**config.mk**
```make
export PLATFORM = sky130hd
export DESIGN_NAME = bbe_front
export DESIGN_NICKNAME = d
export VERILOG_FILES = /design/src/hdl/bspline_basis_eval_top_macros.svh /design/src/hdl/bbe_pkg.sv /design/src/hdl/bbe_front.sv
export SDC_FILE = /design/constraint.sdc
export NUM_CORES = 1
export LEC_CHECK = 0
export ABC_CLOCK_PERIOD_IN_PS = 4900
export BUFFER_PORTS_ARGS = -buffer_cell sky130_fd_sc_hd__buf_2
export CAP_MARGIN = 20
export CORE_ASPECT_RATIO = 0.6
export CORE_UTILIZATION = 45
export CTS_BUF_LIST = sky130_fd_sc_hd__clkbuf_16
export CTS_CLUSTER_DIAMETER = 30
export DETAILED_ROUTE_END_ITERATION = 12
export MAX_ROUTING_LAYER = met4
export PLACE_DENSITY = 0.7
export REMOVE_ABC_BUFFERS = 1
export SYNTH_ARGS = -nofsm -noshare
export SYNTH_HDL_FRONTEND = slang
export SYNTH_SLANG_ARGS = --single-unit
```
**constraint.sdc**
```tcl
create_clock -name clk -period 4.9 [get_ports clk]
set_input_delay 0.245 -clock clk [delete_from_list [all_inputs] [get_ports clk]]
set_output_delay 0.245 -clock clk [all_outputs]
set_load 0.005 [all_outputs]
```
**src/hdl/bspline_basis_eval_top_macros.svh**
```systemverilog
// Assertion macros used by the B-spline basis evaluator back end.
`ifndef BSPLINE_BASIS_EVAL_TOP_MACROS_SVH
`define BSPLINE_BASIS_EVAL_TOP_MACROS_SVH

// Checks that cons holds in the same cycle whenever ante holds.
`define BBE_ASSERT_NOW(label, ante, cons, msg) \
	label: assert property (@(posedge clk) disable iff (!arst_n) (ante) |-> (cons)) \
	else $error(msg);

// Checks that cons holds in the cycle after ante holds.
`define BBE_ASSERT_NEXT(label, ante, cons, msg) \
	label: assert property (@(posedge clk) disable iff (!arst_n) (ante) |=> (cons)) \
	else $error(msg);

`endif

```
**src/hdl/bbe_pkg.sv**
```systemverilog
// Types, constants and helpers shared by the B-spline basis evaluator.
package bbe_pkg;

	localparam logic CMD_LOAD = 1'b0;
	localparam logic CMD_EVAL = 1'b1;

	localparam logic REG_SPLINE_ORDER = 1'b0;
	localparam logic REG_KNOT_COUNT   = 1'b1;

	localparam logic [3:0]  SPLINE_ORDER_RST = 4'd4;
	localparam logic [6:0]  KNOT_COUNT_RST   = 7'd8;
	localparam logic [16:0] ONE_Q16          = 17'd65536;

	localparam int QUEUE_DEPTH = 2;
	localparam int DIFFW       = 33;
	localparam int DENW        = 34;
	localparam int PRODW       = 51;
	localparam int QSHIFT      = 18;
	localparam int QUOW        = 20;
	localparam int SUMW        = 21;

	typedef struct packed {
		logic              cmd;
		logic [5:0]        knot_slot;
		logic signed [31:0] knot_value;
		logic signed [31:0] x_value;
	} in_item_t;

	typedef struct packed {
		logic [5:0]  basis_column;
		logic [16:0] basis_value;
		logic        zero_divide;
		logic        last_value;
	} out_item_t;

	typedef enum logic {
		KIND_LOAD,
		KIND_EVAL
	} item_kind_t;

	typedef struct packed {
		logic       valid;
		item_kind_t kind;
		in_item_t   item;
	} fb_item_t;

	typedef struct packed {
		logic                    start;
		logic signed [PRODW-1:0] num;
		logic signed [DENW-1:0]  den;
	} div_req_t;

	typedef struct packed {
		logic                   done;
		logic signed [QUOW-1:0] quot;
	} div_rsp_t;

	typedef enum logic [3:0] {
		ST_IDLE,
		ST_SRCH,
		ST_SRCH_W,
		ST_LAST_W,
		ST_DR_RD,
		ST_DL_RD,
		ST_DL_W,
		ST_MUL,
		ST_DIV_GO,
		ST_DIV_WAIT,
		ST_UPD,
		ST_EMIT
	} back_state_t;

	// Clamps a signed sum to the unit interval in Q1.16.
	function automatic logic [16:0] sat_unit(input logic signed [SUMW-1:0] v);
		logic [16:0] r;
		if (v < 0) begin
			r = 17'd0;
		end else if (v > $signed({4'b0, ONE_Q16})) begin
			r = ONE_Q16;
		end else begin
			r = v[16:0];
		end
		return r;
	endfunction

endpackage

```
**src/hdl/bbe_front.sv**
```systemverilog
// Front end: accepts input transactions, classifies them and queues them for the back end.
module bbe_front (
	input  logic             clk,
	input  logic             arst_n,
	input  logic             push,
	output logic             full,
	input  bbe_pkg::in_item_t in_item,
	output bbe_pkg::fb_item_t fb,
	input  logic             fb_pop
);
	import bbe_pkg::*;

	localparam int PW = $clog2(QUEUE_DEPTH);

	fb_item_t          ent_q [QUEUE_DEPTH];
	logic [PW-1:0]     wr_q;
	logic [PW-1:0]     rd_q;
	logic [PW:0]       cnt_q;
	logic              do_push;
	logic              do_pop;

	assign full    = (cnt_q == (PW+1)'(QUEUE_DEPTH));
	assign do_push = push && !full;
	assign do_pop  = fb_pop && (cnt_q != '0);

	always_comb begin
		fb       = ent_q[rd_q];
		fb.valid = (cnt_q != '0);
	end

	always_ff @(posedge clk) begin
		if (do_push) begin
			ent_q[wr_q].valid <= 1'b1;
			ent_q[wr_q].kind  <= (in_item.cmd == CMD_LOAD) ? KIND_LOAD : KIND_EVAL;
			ent_q[wr_q].item  <= in_item;
		end
	end

	always_ff @(posedge clk or negedge arst_n) begin
		if (!arst_n) begin
			wr_q  <= '0;
			rd_q  <= '0;
			cnt_q <= '0;
		end else begin
			if (do_push) begin
				wr_q <= (wr_q == PW'(QUEUE_DEPTH - 1)) ? '0 : wr_q + 1'b1;
			end
			if (do_pop) begin
				rd_q <= (rd_q == PW'(QUEUE_DEPTH - 1)) ? '0 : rd_q + 1'b1;
			end
			cnt_q <= cnt_q + (PW+1)'(do_push) - (PW+1)'(do_pop);
		end
	end
endmodule

```
==> impl_metrics.py <==
metrics = {
    "status": {
        "run_status": "finished clean",
    },
    "clock_tree": {
        "tritoncts": "built",
        "hold_buffers": 1,
        "worstSkewPairLatency_ns": 0.40,
        "cts_resized": 0,
        "clock_path_buffers": 2,
        "cts_htree_levels": 4,
        "cts_root_buf": "clkbuf_16",
        "clkSinkCount": 146,
        "clk_pin_slew_ns": 0.06,
        "cts_buffers": 17,
        "postCtsSetupRepairBufs": 0,
    },
    "pwr": {
        "intPower_w": 0.003354,
        "max-vdd-ir-drop_mv": 0.3130,
        "switching_share_pct": 25.41,
        "p_clk_share_pct": 31.9,
        "switching_power_w": 0.001142,
        "pwr-share-seq_pct": 42.0,
        "share_comb_of_total_power_pct": 26.2,
        "powerDensity_mw_per_mm2": 623.7,
        "p_leak_nw": 2.919,
    },
    "worst_setup_path": {
        "crit_arrival_ns": 2.53,
        "crit_path_start": "rd_q",
        "crit_path_end": "fb[11]",
        "reg2reg_from": "cnt_q[1]",
        "cp-end-kind": "output port",
        "worstPathMaxFanout": 45,
        "reg2reg_to": "ent_q[0][29]",
        "reg2reg_slack_ns": 2.81,
        "path_class": "reg2out",
        "required_ns": 4.66,
        "worst_setup_path_start_kind": "register",
        "r2r_cells": 5,
    },
    "global_route": {
        "first_global_vias": 2717,
        "grt_usage_pct": 15.51,
        "grt_first_pass_wirelength_um": 14150,
        "grt_max_degree": 72,
        "antenna_found_initial": 4,
        "grt-ovfl-total": 0,
    },
    "timing": {
        "max_freq_ghz": 0.3605,
        "fin_worst_skew_ns": 0.006658,
        "finalCritPeriodShare_pct": 56.61,
        "fin_setup_tns_ns": 0,
        "holdWs_ns": 0.02717,
        "tightest_slew_ns": 0.9956,
        "hold_viol": 0,
        "slew_headroom_pct": 33.63,
        "period_needed_ns": 2.774,
        "finalMaxSlewViolations": 0,
        "rsz0062_at_grt": "no",
        "finalSetupViolations": 0,
    },
    "floorplan": {
        "die-area_mm2": 0.01310,
        "io_pins": 149,
        "die_x_um": 147.1,
        "rows": 31,
        "initial_utilization_pct": 46.67,
        "die_height_um": 89.06,
        "core_region_area_mm2": 0.01218,
    },
    "logic_synthesis": {
        "synthTopCellsByArea": "edfxtp_1 (75%), mux2_4 (18%), buf_12 (2.5%)",
        "synthesis.area_mm2": 0.005684,
        "avgSynthCellArea_um2": 23.68,
        "syn_inst": 240,
        "synth.distinct_cells": 17,
        "ys_warn_count": 0,
        "synth_top_cell_area_share_pct": 75.02,
        "synth-seq-cells": 146,
        "yosysSeqAreaShare_pct": 76.78,
        "yosysTopAreaCell": "edfxtp_1",
    },
    "placed_design": {
        "port_buffers": 148,
        "placedCellCount": 546,
        "dp_hpwl_um": 6067,
        "place_congestion": 0.7449,
    },
    "detailed_routing": {
        "post_drt_wl_per_cell_um": 16.49,
        "antenna_left": 0,
        "drt_iter0_markers": 157,
        "routed_wl_um": 9631,
        "dr_total_vias": 2740,
        "drc": 0,
        "via_per_inst": 4.692,
        "dr.pass1.iters": 4,
    },
    "final_layout": {
        "layout.cells.non_filler": 584,
        "final_cell_mix": "buf_2 (148), edfxtp_1 (142), mux2_4 (69), clkbuf_16 (17), bufinv_16 (6)",
        "final_core_util_pct": 59.18,
        "final_common_cell": "buf_2",
        "final_nets": 479,
        "drive_gt1_share_pct": 61.69,
        "syn_to_final_growth_pct": 26.81,
    },
    "run": {
        "drv_cap": 0,
    },
    "min_path": {
        "hp-class": "in2reg",
    },
}
critical path, cell delays in order (launching register included):
cell     delay [ns]
dfrtp_4        0.98
buf_4          0.60
mux2_4         0.35
buf_2          0.13
registers in the layout, indices dropped and copies added (netlist names):
register	count
cnt_q	2
ent_q	142
rd_q	1
wr_q	1
kinds of logic (layout without fill, tap and decap cells):
kind of cell             after synthesis  after routing  share of synthesized area, %
AND/OR/NAND/NOR                        6              6                        0.6164
other                                  0              4                             0
XOR/XNOR                               4              4                        0.6164
flip-flops                           146            146                         76.78
buffers and inverters                 11            186                         2.928
adder cells (fa/ha/maj)                2              2                        0.4402
multiplexers                          71             71                         18.62
cell type report:
type	count	area (um^2)
inverters	2	7.507
clock inverters	15	239.0
repair buffers	152	785.8
flip-flops and latches	146	4368
multi-input cells	83	1166
diodes	4	10.01
clock buffers	17	425.4
well taps	165	206.4
fillers	971	4971
worst min-delay path by stage:
stage                            from           end  slack, ns  cells after the start
final                      in_item[2]   ent_q[1][2]       0.03                      1
after global routing      in_item[27]  ent_q[1][27]       0.01                      1
after CTS                 in_item[20]  ent_q[1][20]      0.004                      1
after detailed placement       arst_n          rd_q       0.06                      1
after global placement         arst_n          rd_q       0.05                      1
after floorplan                arst_n      cnt_q[0]      -0.05                      0
metrics by stage:
| stage | power (W) | setup slack [ns] | instance area (um^2) |
|---|---|---|---|
| 2_1_floorplan | 0.002724 | 0.8455 | 5525 |
| 5_1_grt | 0.004694 | 2.038 | 7208 |
| 3_5_place_dp | 0.003099 | 2.362 | 6504 |
| 6_report | 0.004496 | 2.126 | 7208 |
| 3_3_place_gp | 0.003072 | 2.433 | 6504 |
| 4_1_cts | 0.004540 | 2.102 | 7178 |
cell usage after synthesis:
library cell and count:
and2_4 1, and3_1 1, buf_12 7, buf_4 1
buf_6 1, dfrtp_1 4, edfxtp_1 142, ha_1 2
inv_1 2, mux2_2 2, mux2_4 69, nand2_1 1
nand2b_1 1, nor2_1 1, or2_1 1, xnor2_1 3
xor2_1 1
per-layer routing:
| layer | part of all wire, % | vias up | global-route usage, % |
|---|---|---|---|
| li1 | - | 1273 | - |
| met1 | 46 | 1338 | 20.05 |
| met2 | 44 | 120 | 21.74 |
| met3 | 9.1 | 9 | 6.071 |
| met4 | 0.99 | 0 | 6.748 |
| met5 | 0 | - | - |
power groups by stage:
stage               Sequential, W  Combinational [W]  Clock (W)
floorplan                 0.00193           0.000793          0
detailed placement        0.00192            0.00118          0
CTS                       0.00190            0.00119    0.00146
finish                    0.00189            0.00118    0.00143
global route              0.00192            0.00127    0.00150
global placement          0.00190            0.00117          0
(Power assumes the default switching activity.)
